===== src/hw/rtl/utu_pkg.sv =====
package utu_pkg;

  // Result kinds carried on out_tuser
  typedef enum logic [2:0] {
    ST_UNIT      = 3'd0,
    ST_DOC_OK    = 3'd1,
    ST_BAD_LEAD  = 3'd2,
    ST_TRUNCATED = 3'd3,
    ST_BAD_CONT  = 3'd4,
    ST_ILLEGAL   = 3'd5
  } status_t;

  typedef struct packed {
    logic [15:0] unit;
    status_t     status;
    logic        last;
  } res_t;

  // Most results one byte can cause: surrogate pair plus end-of-document status
  localparam int MaxRes = 3;

  localparam logic [20:0] MinLen2   = 21'h000080;
  localparam logic [20:0] MinLen3   = 21'h000800;
  localparam logic [20:0] MinLen4   = 21'h010000;
  localparam logic [20:0] SurrLo    = 21'h00D800;
  localparam logic [20:0] SurrHi    = 21'h00DFFF;
  localparam logic [20:0] MaxCode   = 21'h10FFFF;
  localparam logic [20:0] BomCode   = 21'h00FEFF;
  localparam logic [5:0]  HiSurrTag = 6'b110110;
  localparam logic [5:0]  LoSurrTag = 6'b110111;

endpackage


===== src/hw/rtl/utu_dec.sv =====
module utu_dec (
  input  logic             clk,
  input  logic             rst_n,
  input  logic             strip_bom,
  input  logic [7:0]       data_byte,
  input  logic             end_of_doc,
  input  logic             commit,
  output utu_pkg::res_t    res_o [utu_pkg::MaxRes],
  output logic [1:0]       res_cnt_o
);

  logic [20:0] partial_r, partial_nxt;
  logic [1:0]  owed_r, owed_nxt;
  logic [2:0]  seq_len_r, seq_len_nxt;
  logic        doc_start_r, doc_start_nxt;
  logic        err_r, err_nxt;

  always_comb begin
    logic [1:0]  k;
    logic        fin;
    logic [20:0] cp;
    logic [2:0]  len;
    logic [20:0] minimum;
    logic [20:0] pc;
    logic [19:0] v;

    partial_nxt   = partial_r;
    owed_nxt      = owed_r;
    seq_len_nxt   = seq_len_r;
    doc_start_nxt = doc_start_r;
    err_nxt       = err_r;
    k             = 2'd0;
    fin           = 1'b0;
    cp            = '0;
    len           = seq_len_r;
    minimum       = '0;
    pc            = {partial_r[14:0], data_byte[5:0]};
    v             = '0;
    for (int i = 0; i < utu_pkg::MaxRes; i++) begin
      res_o[i] = '{unit: 16'h0000, status: utu_pkg::ST_UNIT, last: 1'b0};
    end

    if (!err_r) begin
      if (owed_r == 2'd0) begin
        if (data_byte[7] == 1'b0) begin
          fin = 1'b1;
          cp  = {13'd0, data_byte};
          len = 3'd1;
          seq_len_nxt = 3'd1;
        end else if (data_byte[7:5] == 3'b110) begin
          seq_len_nxt = 3'd2;
          partial_nxt = {16'd0, data_byte[4:0]};
          owed_nxt    = 2'd1;
        end else if (data_byte[7:4] == 4'b1110) begin
          seq_len_nxt = 3'd3;
          partial_nxt = {17'd0, data_byte[3:0]};
          owed_nxt    = 2'd2;
        end else if (data_byte[7:3] == 5'b11110) begin
          seq_len_nxt = 3'd4;
          partial_nxt = {18'd0, data_byte[2:0]};
          owed_nxt    = 2'd3;
        end else begin
          res_o[k].status = utu_pkg::ST_BAD_LEAD;
          k       = k + 2'd1;
          err_nxt = 1'b1;
        end
      end else if (data_byte[7:6] != 2'b10) begin
        res_o[k].status = utu_pkg::ST_BAD_CONT;
        k       = k + 2'd1;
        err_nxt = 1'b1;
      end else begin
        owed_nxt = owed_r - 2'd1;
        if (owed_r == 2'd1) begin
          fin = 1'b1;
          cp  = pc;
        end else begin
          partial_nxt = pc;
        end
      end
    end

    if (fin) begin
      case (len)
        3'd2:    minimum = utu_pkg::MinLen2;
        3'd3:    minimum = utu_pkg::MinLen3;
        3'd4:    minimum = utu_pkg::MinLen4;
        default: minimum = '0;
      endcase
      doc_start_nxt = 1'b0;
      partial_nxt   = '0;
      v             = cp[19:0] - 20'h10000;
      if (cp < minimum || (cp >= utu_pkg::SurrLo && cp <= utu_pkg::SurrHi) ||
          cp > utu_pkg::MaxCode) begin
        res_o[k].status = utu_pkg::ST_ILLEGAL;
        k       = k + 2'd1;
        err_nxt = 1'b1;
      end else if (doc_start_r && strip_bom && cp == utu_pkg::BomCode) begin
        // leading byte-order mark is swallowed
      end else if (cp >= utu_pkg::MinLen4) begin
        res_o[k].unit = {utu_pkg::HiSurrTag, v[19:10]};
        k = k + 2'd1;
        res_o[k].unit = {utu_pkg::LoSurrTag, v[9:0]};
        k = k + 2'd1;
      end else begin
        res_o[k].unit = cp[15:0];
        k = k + 2'd1;
      end
    end

    if (end_of_doc) begin
      if (!err_nxt) begin
        res_o[k].status = (owed_nxt != 2'd0) ? utu_pkg::ST_TRUNCATED : utu_pkg::ST_DOC_OK;
        k = k + 2'd1;
      end
      partial_nxt   = '0;
      owed_nxt      = 2'd0;
      seq_len_nxt   = 3'd0;
      doc_start_nxt = 1'b1;
      err_nxt       = 1'b0;
    end

    for (int i = 0; i < utu_pkg::MaxRes; i++) begin
      res_o[i].last = (k != 2'd0) && (2'(i) == k - 2'd1);
    end
    res_cnt_o = k;
  end

  always_ff @(posedge clk) begin
    if (!rst_n) begin
      partial_r   <= '0;
      owed_r      <= 2'd0;
      seq_len_r   <= 3'd0;
      doc_start_r <= 1'b1;
      err_r       <= 1'b0;
    end else if (commit) begin
      partial_r   <= partial_nxt;
      owed_r      <= owed_nxt;
      seq_len_r   <= seq_len_nxt;
      doc_start_r <= doc_start_nxt;
      err_r       <= err_nxt;
    end
  end

endmodule


===== src/hw/rtl/utu_fifo.sv =====
module utu_fifo #(
  parameter int DEPTH = 4
) (
  input  logic                       clk,
  input  logic                       rst_n,
  input  logic                       push,
  input  logic [1:0]                 push_cnt,
  input  utu_pkg::res_t              push_data [utu_pkg::MaxRes],
  output logic [$clog2(DEPTH+1)-1:0] free_o,
  output logic                       out_valid,
  input  logic                       out_ready,
  output utu_pkg::res_t              out_data
);

  localparam int PW = $clog2(DEPTH);
  localparam int CW = $clog2(DEPTH + 1);

  utu_pkg::res_t mem_r [DEPTH];
  logic [PW-1:0] wr_r, wr_nxt, rd_r, rd_nxt;
  logic [CW-1:0] count_r, count_nxt;
  logic          pop;
  logic [1:0]    add_cnt;

  function automatic logic [PW-1:0] wrap_add(logic [PW-1:0] p, logic [1:0] n);
    logic [PW:0] s;
    s = {1'b0, p} + (PW+1)'(n);
    if (s >= (PW+1)'(DEPTH)) s = s - (PW+1)'(DEPTH);
    return s[PW-1:0];
  endfunction

  assign pop       = out_valid && out_ready;
  assign out_valid = (count_r != '0);
  assign out_data  = mem_r[rd_r];
  assign free_o    = CW'(DEPTH) - count_r;
  assign add_cnt   = push ? push_cnt : 2'd0;

  always_comb begin
    wr_nxt    = wrap_add(wr_r, add_cnt);
    rd_nxt    = pop ? wrap_add(rd_r, 2'd1) : rd_r;
    count_nxt = count_r + CW'(add_cnt) - CW'(pop);
  end

  always_ff @(posedge clk) begin
    for (int i = 0; i < utu_pkg::MaxRes; i++) begin
      if (push && 2'(i) < push_cnt) begin
        mem_r[wrap_add(wr_r, 2'(i))] <= push_data[i];
      end
    end
  end

  always_ff @(posedge clk) begin
    if (!rst_n) begin
      wr_r    <= '0;
      rd_r    <= '0;
      count_r <= '0;
    end else begin
      wr_r    <= wr_nxt;
      rd_r    <= rd_nxt;
      count_r <= count_nxt;
    end
  end

endmodule


===== src/hw/rtl/utf8_to_utf16_transcoder_unit.sv =====
// Strict UTF-8 to UTF-16 transcoder. Takes one byte per cycle (in_tlast on the
// final byte of a document) and returns UTF-16 units, a document-ok status, or
// one error status per document, after which bytes are dropped until in_tlast.
// A byte is held in an input register, decoded combinationally and its 0 to 3
// results are written at once into a RES_DEPTH-entry result queue that drives
// the output, one result per cycle while out_tready is high. A byte's results
// pass through the input register and then the queue. Bytes are taken every
// cycle while out_tready is high and each yields at most one result on average;
// a byte finishing a supplementary code point yields two units (three with the
// end-of-document status), and the input then waits while the queue lacks room
// for all results of the held byte. cfg_wr_data sets strip_bom (reset 1).
module utf8_to_utf16_transcoder_unit #(
  parameter int RES_DEPTH = 4
) (
  input  logic        clk,
  input  logic        rst_n,
  input  logic        cfg_wr_en,
  input  logic        cfg_wr_data,
  input  logic        in_tvalid,
  output logic        in_tready,
  input  logic [7:0]  in_tdata,   // data_byte
  input  logic        in_tlast,   // end_of_document
  output logic        out_tvalid,
  input  logic        out_tready,
  output logic [15:0] out_tdata,  // code_unit
  output logic [2:0]  out_tuser,  // status
  output logic        out_tlast   // last_of_run
);

  localparam int CW = $clog2(RES_DEPTH + 1);

  logic          strip_r;
  logic [7:0]    byte_r;
  logic          eod_r;
  logic          vld_r, vld_nxt;
  logic          go;
  logic          in_acc;
  logic [1:0]    res_cnt;
  logic [CW-1:0] free;
  utu_pkg::res_t res     [utu_pkg::MaxRes];
  utu_pkg::res_t out_res;

  utu_dec u_dec (
    .clk       (clk),
    .rst_n     (rst_n),
    .strip_bom (strip_r),
    .data_byte (byte_r),
    .end_of_doc(eod_r),
    .commit    (go),
    .res_o     (res),
    .res_cnt_o (res_cnt)
  );

  utu_fifo #(.DEPTH(RES_DEPTH)) u_fifo (
    .clk      (clk),
    .rst_n    (rst_n),
    .push     (go),
    .push_cnt (res_cnt),
    .push_data(res),
    .free_o   (free),
    .out_valid(out_tvalid),
    .out_ready(out_tready),
    .out_data (out_res)
  );

  assign go        = vld_r && (CW'(res_cnt) <= free);
  assign in_tready = !vld_r || go;
  assign in_acc    = in_tvalid && in_tready;
  assign vld_nxt   = in_acc ? 1'b1 : (go ? 1'b0 : vld_r);

  assign out_tdata = out_res.unit;
  assign out_tuser = out_res.status;
  assign out_tlast = out_res.last;

  always_ff @(posedge clk) begin
    if (!rst_n) begin
      strip_r <= 1'b1;
      vld_r   <= 1'b0;
    end else begin
      if (cfg_wr_en) strip_r <= cfg_wr_data;
      vld_r <= vld_nxt;
    end
  end

  always_ff @(posedge clk) begin
    if (in_acc) begin
      byte_r <= in_tdata;
      eod_r  <= in_tlast;
    end
  end

  // Any status other than a code unit closes the results of its byte
  a_status_last: assert property (@(posedge clk) disable iff (!rst_n)
    out_tvalid && out_tuser != utu_pkg::ST_UNIT |-> out_tlast)
    else $error("status result not marked last");

  a_status_zero: assert property (@(posedge clk) disable iff (!rst_n)
    out_tvalid && out_tuser != utu_pkg::ST_UNIT |-> out_tdata == 16'h0000)
    else $error("status result carries nonzero unit");

  a_reset_empty: assert property (@(posedge clk)
    !rst_n |=> !out_tvalid && !vld_r)
    else $error("pipeline not empty after reset");

endmodule

===== config.mk =====
export PLATFORM = sky130hd
export DESIGN_NAME = utf8_to_utf16_transcoder_unit
export DESIGN_NICKNAME = d
export VERILOG_FILES = /design/src/hw/rtl/utu_pkg.sv /design/src/hw/rtl/utu_dec.sv /design/src/hw/rtl/utu_fifo.sv /design/src/hw/rtl/utf8_to_utf16_transcoder_unit.sv
export SDC_FILE = /design/constraint.sdc
export NUM_CORES = 1
export LEC_CHECK = 0
export BUFFER_PORTS_ARGS = -buffer_cell sky130_fd_sc_hd__buf_2
export CAP_MARGIN = 10
export CORE_ASPECT_RATIO = 0.5
export CORE_UTILIZATION = 60
export CTS_CLUSTER_DIAMETER = 80
export DETAILED_ROUTE_END_ITERATION = 7
export PLACE_DENSITY_LB_ADDON = 0.25
export SETUP_SLACK_MARGIN = 0.05
export SYNTH_ARGS = -nofsm -noshare
export SYNTH_HDL_FRONTEND = slang
export SYNTH_SLANG_ARGS = --single-unit

===== constraint.sdc =====
create_clock -name clk -period 8 [get_ports clk]
set_clock_uncertainty 0.05 [all_clocks]
set_input_delay 1.6 -clock clk [delete_from_list [all_inputs] [get_ports clk]]
set_output_delay 1.6 -clock clk [all_outputs]
set_load 0.005 [all_outputs]

==> key figures, run 1 <==
Clock tree
  • CTS buffer count: 17
  • Clk pin slew, worst setup/hold paths: 0.06 ns
  • Clock root buffer: clkbuf_16
  • Worst skew pair latency: 0.42 ns
  • CTS Buffer Depth: 2
  • Clock sinks: 122
  • TritonCTS clock tree: done
  • Post-CTS Setup Bufs: 0
  • Post-CTS Resized: 0
  • CTS H-tree depth: 4
  • Cts hold-fix bufs: 0

Drt
  • Initial DRT Pass Iterations: 7
  • Average vias per placed instance: 6.32
  • Via count: 5,930
  • Antenna viol nets, final: 0
  • First DRT Iteration DRCs: 692
  • Wirelength per Cell: 21.0 um
  • Drt total wl: 19,700 um
  • # DRC: 0

Setup path
  • Crit-path max cell delay: 0.63 ns
  • Worst setup endpoint: in_tready
  • Reg2reg setup slack: 0.66 ns
  • Worst Setup Start Kind: flop
  • CP Launch Point: u_dec.owed_r[0]
  • CP Data Required Time: 6.35 ns
  • Cell Chain, Critical Path: inv_1 > ha_1 > nand4bb_1 > nor2_4 > nand2_1 > inv_1 > ha_1 > and2_1 > o41ai_2 > nand3_1 > a31o_1 > nand3_1 > inv_1 > ha_1 > o32a_4 > inv_4 > ha_1 > nor2b_1 > o211ai_1 > inv_1 > nand2_1 > buf_2
  • Crit. End Element: primary output
  • Setup CP Type: reg2out
  • Arr. time, crit path: 5.92 ns
  • FF-to-FF path depth: 24
  • Worst-path maximum fanout: 28
  • R2R Path End: u_fifo.mem_r[0][1]
  • Crit Reg-Reg Startpoint: u_dec.owed_r[0]
  • CP max stage cell: nor2_4

GRT
  • Vias in the first global route: 5,421
  • Final global-route overflow total: 0
  • Global-route wire length before repair: 30,500 um
  • Largest net degree at the start of global routing: 34
  • Initial antenna violation count: 0
  • Global Route Usage Sum: 0.317

Pwr
  • Static Leak: 0.00305 uW
  • Peak VDD IR: 0.160 mV
  • PwrDens: 289 nW/um^2

STA
  • Slew HR: 0.230
  • Worst Tran Pin Value: 1.15 ns
  • Unrepaired setup endpoints after global routing: no
  • Final count of pins violating max slew: 0
  • Final Setup Violations: 0
  • Crit path time final: 7.57 ns
  • Fin crit share: 0.947
  • Max Fclk: 132 MHz
  • Fin Setup TNS: 0 ns
  • Worst setup margin: 0.425 ns
  • Final hold vios: 0

Min path
  • Hold Crit Class: reg2reg
  • Worst hold path startpoint: u_dec.doc_start_r

Yosys
  • Avg Cell Area, Syn: 10.2 um^2
  • Flops & latches, synth: 122
  • Synth area leaders: edfxtp_1 (35%), dfxtp_1 (8.7%), nand2_1 (6.0%)
  • Most common cell in the netlist: nand2_1
  • Net Count, Synth: 778
  • Yosys cell types: 83
  • Syn. warnings: 0
  • Async SR Flop Fraction: 0
  • Cells after Synth: 742
  • Synth cell count leaders: nand2_1 (121), edfxtp_1 (89), nor2_1 (65), a21oi_1 (35), dfxtp_1 (33)
  • Cell area after synthesis: 7560 um^2
  • Register area share after synthesis: 0.441
  • EDFF count, synth: 89
  • Yosys top cell area share: 0.354
  • Area leader, netlist: edfxtp_1
  • Top_reg_cell synth: edfxtp_1

Cells and area
  • Area Growth Syn to Fin: 11.2%
  • Diode count: 0
  • Nets: 796
  • Fill cells: 931
  • Layout cells sized above 1: 0.219

Die
  • Initial core utilization: 0.627
  • I/O pin count: 37
  • Die ar.: 13,100 um^2
  • Die Wd: 161 um
  • Die Y: 81.4 um
  • Row count: 28
  • Core ar.: 12,100 um^2

Placement
  • Routability Congestion: 0.968
  • Setup WS pre-CTS: 0.791 ns
  • Post-DP HPWL: 13,700 um
  • Port bufs: 36

Run
  • Maxcap violations: 0

Outcome
  • Status: completed
layer usage:
metal / vias to the layer above / wire, um / track usage
met5: - / 0 / 0
met4: 0 / 494 / 0.118
met3: 52 / 2190 / 0.0914
met2: 348 / 8130 / 0.452
met1: 2790 / 8890 / 0.457
li1: 2740 / - / -
stage by stage:
stage / hold slack [ns] / total power, uW / instances / cell area [um^2] / util
floorplan: 0.376 / 1390 / 742 / 7560 / -
global placement: 0.411 / 1570 / 906 / 7770 / 0.644
detailed placement: 0.415 / 1590 / 906 / 7770 / 0.644
CTS: 0.429 / 2420 / 938 / 8400 / 0.697
global route: 0.447 / 2540 / 938 / 8400 / 0.697
finish: 0.417 / 2430 / 938 / 8400 / 0.697
cell families (layout without fill, tap and decap cells):
logic type | after synthesis | after routing | share of synthesized area
buffers and inverters | 75 | 106 | 0.0505
xor gates and xnor gates | 7 | 7 | 0.00811
DFF | 122 | 122 | 0.441
muxes | 54 | 54 | 0.112
adders and majority gates | 21 | 21 | 0.0358
AOI/OAI and AO/OA | 139 | 139 | 0.130
and+or+nand+nor | 324 | 324 | 0.222
worst max-delay path, delay by kind of cell, from the launching register on:
kind,cells,cell delay [ns]
adders and majority gates,4,1.22
AOI/OAI and AO/OA,4,0.96
and+or+nand+nor,8,2.12
DFF,1,0.41
buffers and inverters,6,0.75
cells in the final DEF, fill, tap and decap left out, types with 4 or more instances in the layout:
cell type	count
nand4_1	7
o21ai_1	4
o32ai_1	5
buf_4	8
o21ai_0	28
inv_1	27
nand3_4	4
o22ai_1	4
nand2_1	121
mux2_2	18
edfxtp_1	89
clkbuf_16	17
xnor2_1	4
ha_1	20
mux2_4	7
o211ai_1	5
nor2b_1	7
bufinv_16	4
nor3_1	13
nor2_1	63
and2_1	25
a21o_1	6
mux2i_1	8
nand2b_1	5
a22oi_1	6
mux4_2	20
dfxtp_1	33
nand3_1	24
a21oi_1	35
nor4_1	9
inv_6	7
buf_2	36
a31oi_1	14
nor2_2	11
state kept, by name, indices dropped and copies added (netlist names), named ones only:
signal             count
u_dec.partial_r       15
u_dec.owed_r           2
u_fifo.wr_r            2
u_dec.doc_start_r      1
strip_r                1
u_dec.err_r            1
byte_r                 8
u_fifo.count_r         3
u_fifo.rd_r            2
eod_r                  1
u_dec.seq_len_r        3
u_fifo.mem_r          80
vld_r                  1
worst min-delay path by stage:
| stage | end | slack (ns) | cells past startpoint |
|---|---|---|---|
| floorplan | u_dec.doc_start_r | 0.38 | 1 |
| global placement | u_dec.doc_start_r | 0.41 | 1 |
| detailed placement | u_dec.doc_start_r | 0.42 | 1 |
| CTS | u_dec.doc_start_r | 0.43 | 1 |
| global route | u_dec.doc_start_r | 0.45 | 1 |
| finish | u_dec.doc_start_r | 0.42 | 1 |
power by group:
| group | internal (uW) | switching, uW | leakage [uW] | total (uW) |
|---|---|---|---|---|
| combinational | 298 | 432 | 0.00163 | 730 |
| sequential | 787 | 70.7 | 0.00112 | 857 |
| clock | 530 | 313 | 0.000305 | 843 |
| total | 1610 | 816 | 0.00305 | 2430 |
area by class of cell:
class                   instances  area (um^2)  share of cell area
inverters                      30          130              0.0155
flip-flops and latches        122         3330               0.397
repair buffers                 44          240              0.0286
clock inverters                14          208              0.0247
clock buffers                  18          429              0.0511
multi-input cells             545         3860               0.459
well taps                     165          206              0.0246
Note: power is estimated with default switching activity, not from simulation.
==> inputs of run 2 (changes only) <==
--- a/config.mk
+++ b/config.mk
@@ -5,14 +5,18 @@
 export SDC_FILE = /design/constraint.sdc
 export NUM_CORES = 1
 export LEC_CHECK = 0
+export ABC_AREA = 1
 export BUFFER_PORTS_ARGS = -buffer_cell sky130_fd_sc_hd__buf_2
 export CAP_MARGIN = 10
+export CELL_PAD_IN_SITES_DETAIL_PLACEMENT = 0
+export CELL_PAD_IN_SITES_GLOBAL_PLACEMENT = 1
 export CORE_ASPECT_RATIO = 0.5
-export CORE_UTILIZATION = 60
+export CORE_UTILIZATION = 47
 export CTS_CLUSTER_DIAMETER = 80
 export DETAILED_ROUTE_END_ITERATION = 7
 export PLACE_DENSITY_LB_ADDON = 0.25
 export SETUP_SLACK_MARGIN = 0.05
+export SKIP_LAST_GASP = 1
 export SYNTH_ARGS = -nofsm -noshare
 export SYNTH_HDL_FRONTEND = slang
 export SYNTH_SLANG_ARGS = --single-unit
==> key figures, run 2 <==
Drt
  • Drt total wl: 23,600 um (was 19,700 um)
  • Wirelength per Cell: 19.2 um (was 21.0 um)
  • # DRC: 0 (unchanged)
  • Antenna viol nets, final: 0 (unchanged)
  • Average vias per placed instance: 5.85 (was 6.32)
  • Via count: 7,192 (was 5,930)
  • First DRT Iteration DRCs: 1,095 (was 692)
  • Initial DRT Pass Iterations: 7 (unchanged)

Clock tree
  • CTS H-tree depth: 4 (unchanged)
  • TritonCTS clock tree: done (unchanged)
  • Clk pin slew, worst setup/hold paths: 0.06 ns (about the same)
  • Cts hold-fix bufs: 0 (unchanged)
  • Clock root buffer: clkbuf_16 (unchanged)
  • CTS Buffer Depth: 2 (unchanged)
  • Post-CTS Resized: 0 (unchanged)
  • CTS buffer count: 17 (unchanged)
  • Clock sinks: 122 (unchanged)
  • Post-CTS Setup Bufs: 0 (unchanged)
  • Worst skew pair latency: 0.43 ns (was 0.42 ns)

STA
  • Fin crit share: 0.931 (was 0.947)
  • Final Setup Violations: 0 (unchanged)
  • Slew HR: 0.209 (was 0.230)
  • Final count of pins violating max slew: 0 (unchanged)
  • Hold WS: 0.416 ns (was 0.417 ns)
  • Fin Setup TNS: 0 ns (unchanged)
  • Final hold vios: 0 (unchanged)
  • Crit path time final: 7.45 ns (was 7.57 ns)
  • Unrepaired setup endpoints after global routing: no (unchanged)
  • Max Fclk: 134 MHz (was 132 MHz)
  • Worst Tran Pin Value: 1.18 ns (was 1.15 ns)

GRT
  • Global Route Usage Sum: 0.288 (was 0.317)
  • Vias in the first global route: 6,426 (was 5,421)
  • Final global-route overflow total: 0 (unchanged)
  • Global-route wire length before repair: 36,800 um (was 30,500 um)
  • Largest net degree at the start of global routing: 61 (was 34)
  • Initial antenna violation count: 0 (unchanged)

Die
  • Die ar.: 17,000 um^2 (was 13,100 um^2)
  • Die Wd: 184 um (was 161 um)
  • Die Y: 92.8 um (was 81.4 um)
  • Initial core utilization: 0.492 (was 0.627)
  • I/O pin count: 37 (unchanged)
  • Row count: 32 (was 28)
  • Core ar.: 15,700 um^2 (was 12,100 um^2)

Yosys
  • Syn. warnings: 0 (unchanged)
  • Synth area leaders: edfxtp_1 (34%), nand2_1 (11%), dfxtp_1 (8.5%) (was edfxtp_1 (35%), dfxtp_1 (8.7%), nand2_1 (6.0%))
  • Synth cell count leaders: nand2_1 (221), nor2_1 (102), edfxtp_1 (89), inv_1 (81), nand3_1 (71) (was nand2_1 (121), edfxtp_1 (89), nor2_1 (65), a21oi_1 (35), dfxtp_1 (33))
  • Cells after Synth: 986 (was 742)
  • Fraction of the mapped netlist area in simple logic gates: 0.317 (was 0.222)
  • Post-synthesis mux area share: 0 (was 0.112)
  • Main combinational cell family by area after synthesis: simple AND/OR/NAND/NOR gates (unchanged)
  • Register area share after synthesis: 0.430 (was 0.441)
  • Top_reg_cell synth: edfxtp_1 (unchanged)
  • Avg Cell Area, Syn: 7.86 um^2 (was 10.2 um^2)
  • Area leader, netlist: edfxtp_1 (unchanged)
  • EDFF count, synth: 89 (unchanged)
  • Yosys top cell area share: 0.345 (was 0.354)
  • Net Count, Synth: 1,022 (was 778)
  • Most common cell in the netlist: nand2_1 (unchanged)
  • Compound-Gate Fraction of Synth Area: 0.124 (was 0.130)
  • XOR/XNOR Fraction of Synth Area: 0.00678 (was 0.00811)
  • Cell area after synthesis: 7750 um^2 (was 7560 um^2)
  • Yosys cell types: 44 (was 83)
  • Flops & latches, synth: 122 (unchanged)
  • Post-synthesis adder-cell area fraction: 0.0349 (was 0.0358)
  • Async SR Flop Fraction: 0 (unchanged)

Placement
  • Placed cell areas: 7960 um^2 (was 7770 um^2)
  • Post-DP HPWL: 16,700 um (was 13,700 um)
  • Routability Congestion: 0.902 (was 0.968)
  • Port bufs: 36 (unchanged)

Cells and area
  • Layout cells sized above 1: 0.116 (was 0.219)
  • Commonest cells after routing, fill and taps aside: nand2_1 (221), nor2_1 (101), edfxtp_1 (89) (was nand2_1 (121), edfxtp_1 (89), nor2_1 (63))
  • Area Growth Syn to Fin: 10.5% (was 11.2%)
  • Largest regs: u_fifo.mem_r x80, u_dec.partial_r x15, byte_r x8 (unchanged)
  • Commonest non-fill, non-tap cell in the layout: nand2_1 (unchanged)
  • Most flops, register: u_fifo.mem_r (unchanged)
  • Fill cells: 1,509 (was 931)
  • Post-Route Utilization: 0.544 (was 0.697)
  • Finished Cell Area: 8560 um^2 (was 8400 um^2)
  • Nets: 1,031 (was 796)
  • Max reg flops: 80 (unchanged)
  • Diode count: 0 (unchanged)

Setup path
  • Worst Setup Start Kind: flop (unchanged)
  • Crit. End Element: primary output (unchanged)
  • FF-to-FF path depth: 29 (was 24)
  • Worst path bufs/invs: 7 (was 6)
  • CP Data Required Time: 6.35 ns (about the same)
  • Arr. time, crit path: 5.80 ns (was 5.92 ns)
  • CP max stage cell: nand3_1 (was nor2_4)
  • Worst-path maximum fanout: 20 (was 28)
  • Setup CP Type: reg2out (unchanged)
  • Crit Reg-Reg Startpoint: u_dec.owed_r[0] (unchanged)
  • CP top delay family: simple AND/OR/NAND/NOR gates (unchanged)
  • Reg2reg setup slack: 0.64 ns (was 0.66 ns)
  • Crit-path max cell delay: 0.44 ns (was 0.63 ns)
  • R2R Path End: u_fifo.mem_r[2][1] (was u_fifo.mem_r[0][1])

Min path
  • Hold Crit Class: reg2reg (unchanged)
  • Hold Path Depth: 2 (was 1)
  • Worst hold path startpoint: u_dec.owed_r[1] (was u_dec.doc_start_r)
  • Hold path endpoint: u_dec.owed_r[1] (was u_dec.doc_start_r)

Pwr
  • Static Leak: 0.00361 uW (was 0.00305 uW)
  • Power Total: 2720 uW (was 2430 uW)
  • PwrDens: 318 nW/um^2 (was 289 nW/um^2)
  • Peak VDD IR: 0.148 mV (was 0.160 mV)

Run
  • Maxcap violations: 0 (unchanged)

Outcome
  • Status: completed (unchanged)
## run 2: cell types whose count changed in the layout (fill, tap and decap cells not counted), moves of 32 or more
cell	change
inv_1	+54
nand4_1	+56
nand2_1	+100
o21ai_0	+39
a21oi_1	+32
nor2_1	+38
nand3_1	+47
## run 2: area by class of cell
cell class                      count  area, um^2  area share
Multi-Input combinational cell    716        3750       0.439
Tap cell                          221         277      0.0323
Clock inverter                     15         151      0.0177
Sequential cell                   122        3330       0.389
Timing Repair Buffer               44         260      0.0304
Inverter                           94         358      0.0418
Clock buffer                       17         425      0.0497
## run 2: how the worst max path moves through the flow
stage	start	to	slack (ns)	cells after the start
global placement	u_dec.owed_r[0]	u_fifo.mem_r[2][13]	1.04	29
CTS	u_dec.owed_r[0]	in_tready	0.63	27
detailed placement	u_dec.owed_r[0]	u_fifo.mem_r[2][11]	0.80	29
finish	u_dec.owed_r[0]	in_tready	0.55	27
global route	u_dec.owed_r[1]	in_tready	0.07	26
floorplan	u_dec.owed_r[0]	u_fifo.mem_r[0][0]	1.83	35
## run 2: report_power, final
group | leakage, uW | switching (uW) | internal [uW]
clock network | 0.000280 | 338 | 439
logic | 0.00225 | 757 | 289
registers | 0.00107 | 63.9 | 833
## run 2: cells by family (layout without fill, tap and decap cells)
logic type / after synthesis / count (layout)
AO/OA/AOI/OAI: 178 / 178
XOR/XNOR: 6 / 6
adder cells (fa/ha/maj): 21 / 21
buffers and inverters: 148 / 170
flip-flops: 122 / 122
AND/OR/NAND/NOR: 511 / 511
## run 2: worst min-delay path: stages, from the launching register on
cell	delay, ns
dfxtp_1	0.31
nand2_1	0.06
a21oi_1	0.06
## run 2: per-layer routing
layer	up-vias	routed length (um)	GRT usage
li1	3438	-	-
met1	3302	11600	0.446
met2	430	9180	0.395
met3	22	2630	0.0779
met4	0	179	0.0451
met5	-	0	0
## run 2: stage by stage
stage | worst slack (ns) | cells
floorplan | 1.83 | 986
global placement | 1.04 | 1196
detailed placement | 0.799 | 1196
CTS | 0.627 | 1228
global route | 0.0721 | 1229
finish | 0.554 | 1229
==> inputs of run 3 (changes only) <==
--- a/config.mk
+++ b/config.mk
@@ -6,14 +6,13 @@
 export NUM_CORES = 1
 export LEC_CHECK = 0
 export ABC_AREA = 1
-export BUFFER_PORTS_ARGS = -buffer_cell sky130_fd_sc_hd__buf_2
 export CAP_MARGIN = 10
 export CELL_PAD_IN_SITES_DETAIL_PLACEMENT = 0
 export CELL_PAD_IN_SITES_GLOBAL_PLACEMENT = 1
-export CORE_ASPECT_RATIO = 0.5
-export CORE_UTILIZATION = 47
+export CORE_UTILIZATION = 48
 export CTS_CLUSTER_DIAMETER = 80
 export DETAILED_ROUTE_END_ITERATION = 7
+export DONT_BUFFER_PORTS = 1
 export PLACE_DENSITY_LB_ADDON = 0.25
 export SETUP_SLACK_MARGIN = 0.05
 export SKIP_LAST_GASP = 1
==> key figures, run 3 (same netlist as run 2, synthesis figures left out) <==
Clock tree
  • Post-CTS Resized: 0 (unchanged)
  • CTS buffer count: 17 (unchanged)
  • Cts hold-fix bufs: 0 (unchanged)
  • Worst skew pair latency: 0.43 ns (about the same)
  • Clk pin slew, worst setup/hold paths: 0.05 ns (was 0.06 ns)
  • CTS Buffer Depth: 2 (unchanged)
  • TritonCTS clock tree: done (unchanged)
  • Clock sinks: 122 (unchanged)
  • CTS H-tree depth: 4 (unchanged)
  • Post-CTS Setup Bufs: 0 (unchanged)
  • Clock root buffer: clkbuf_16 (unchanged)

Setup path
  • CP Data Required Time: 6.35 ns (about the same)
  • Worst-path maximum fanout: 20 (unchanged)
  • Arr. time, crit path: 5.24 ns (was 5.80 ns)
  • Setup CP Type: reg2out (unchanged)
  • Worst Setup Start Kind: flop (unchanged)
  • Crit. End Element: primary output (unchanged)

Run
  • Maxcap violations: 0 (unchanged)

Die
  • Die Y: 129 um (was 92.8 um)
  • Core ar.: 15,800 um^2 (was 15,700 um^2)
  • I/O pin count: 37 (unchanged)
  • Initial core utilization: 0.490 (was 0.492)
  • Die Wd: 129 um (was 184 um)
  • Die ar.: 16,700 um^2 (was 17,000 um^2)
  • Row count: 46 (was 32)

Placement
  • Routability Congestion: 0.892 (was 0.902)
  • Setup WS pre-CTS: 1.49 ns (was 0.799 ns)
  • Placed insts: 1,160 (was 1,196)
  • Port bufs: 0 (was 36)
  • Post-DP HPWL: 15,100 um (was 16,700 um)

Cells and area
  • Commonest cells after routing, fill and taps aside: nand2_1 (221), nor2_1 (101), edfxtp_1 (89) (unchanged)
  • Largest regs: u_fifo.mem_r x80, u_dec.partial_r x15, byte_r x8 (unchanged)
  • Fin cells: 1,192 (was 1,229)
  • Diode count: 0 (unchanged)
  • Post-Route Utilization: 0.533 (was 0.544)
  • Most flops, register: u_fifo.mem_r (unchanged)
  • Layout cells sized above 1: 0.0830 (was 0.116)
  • Max reg flops: 80 (unchanged)
  • Nets: 999 (was 1,031)
  • Area Growth Syn to Fin: 8.93% (was 10.5%)
  • Commonest non-fill, non-tap cell in the layout: nand2_1 (unchanged)

STA
  • Fin Setup TNS: 0 ns (unchanged)
  • Crit path time final: 6.89 ns (was 7.45 ns)
  • Max Fclk: 145 MHz (was 134 MHz)
  • Final count of pins violating max slew: 0 (unchanged)
  • Fin crit share: 0.861 (was 0.931)
  • Final hold vios: 0 (unchanged)
  • Hold WS: 0.412 ns (was 0.416 ns)
  • Slew HR: 0.283 (was 0.209)
  • Final Setup Violations: 0 (unchanged)
  • Unrepaired setup endpoints after global routing: no (unchanged)
  • Worst Tran Pin Value: 1.07 ns (was 1.18 ns)
  • Worst setup margin: 1.11 ns (was 0.554 ns)

Drt
  • Wirelength per Cell: 17.6 um (was 19.2 um)
  • Average vias per placed instance: 5.69 (was 5.85)
  • Antenna viol nets, final: 0 (unchanged)
  • Drt total wl: 21,000 um (was 23,600 um)
  • # DRC: 0 (unchanged)
  • Via count: 6,784 (was 7,192)
  • First DRT Iteration DRCs: 603 (was 1,095)
  • Initial DRT Pass Iterations: 6 (was 7)

Outcome
  • Status: completed (unchanged)

Pwr
  • PwrDens: 316 nW/um^2 (was 318 nW/um^2)
  • Static Leak: 0.00350 uW (was 0.00361 uW)
  • Peak VDD IR: 0.180 mV (was 0.148 mV)

GRT
  • Global-route wire length before repair: 33,500 um (was 36,800 um)
  • Global Route Usage Sum: 0.265 (was 0.288)
  • Initial antenna violation count: 0 (unchanged)
  • Largest net degree at the start of global routing: 61 (unchanged)
  • Final global-route overflow total: 0 (unchanged)
  • Vias in the first global route: 6,149 (was 6,426)

Min path
  • Hold Crit Class: reg2reg (unchanged)
run 3: per-stage QoR:
| step | cell area, um^2 | power (uW) |
|---|---|---|
| after CTS | 8440 | 2670 |
| after global routing | 8440 | 2820 |
| final | 8440 | 2660 |
| after floorplan | 7750 | 1640 |
| after global placement | 7810 | 1830 |
| after detailed placement | 7810 | 1830 |
run 3: where the power goes:
group	total, uW	switching (uW)	internal, uW
Clock	840	287	553
Sequential	887	57.2	830
Combinational	936	687	248
Total	2660	1030	1630
run 3: area by class of cell:
class	count	area, um^2
well taps	216	270
flip-flops and latches	122	3330
multi-input cells	716	3750
inverters	94	358
fillers	1530	7390
repair buffers	12	90.1
clock inverters	11	194
clock buffers	21	440
run 3: final timing paths:
check | startpoint | end | slack, ns | cells past startpoint
max | u_dec.owed_r[0] | in_tready | 1.11 | 27
min | strip_r | strip_r | 0.41 | 2
max reg2reg | u_dec.owed_r[0] | u_fifo.mem_r[3][16] | 1.40 | 30
min reg2reg | strip_r | strip_r | 0.41 | 2
run 3: metal layers:
metal | vias to the layer above | routed length, um | global-route usage
met5 | - | 0 | 0
met4 | 0 | 381 | 0.0934
met3 | 34 | 1090 | 0.0330
met2 | 255 | 9740 | 0.426
met1 | 3133 | 9740 | 0.369
li1 | 3362 | - | -
run 3: worst max-delay path, stage by stage, from the launching register on:
cell and delay [ns]:
dfxtp_1 0.40, inv_1 0.07, ha_1 0.32, inv_2 0.15
nand2_2 0.12, nor2_4 0.32, nand2_1 0.24, inv_1 0.16
ha_1 0.16, nand3_1 0.07, nor4_1 0.18, nand3_1 0.11
nand3_1 0.07, buf_4 0.21, inv_1 0.28, ha_1 0.37
nand2_1 0.06, nand2_1 0.06, nand2_1 0.10, inv_1 0.07
ha_1 0.26, inv_1 0.06, nand4_4 0.10, nand2_4 0.05
ha_1 0.29, nand3b_1 0.07, a22oi_1 0.30, nand2_1 0.17
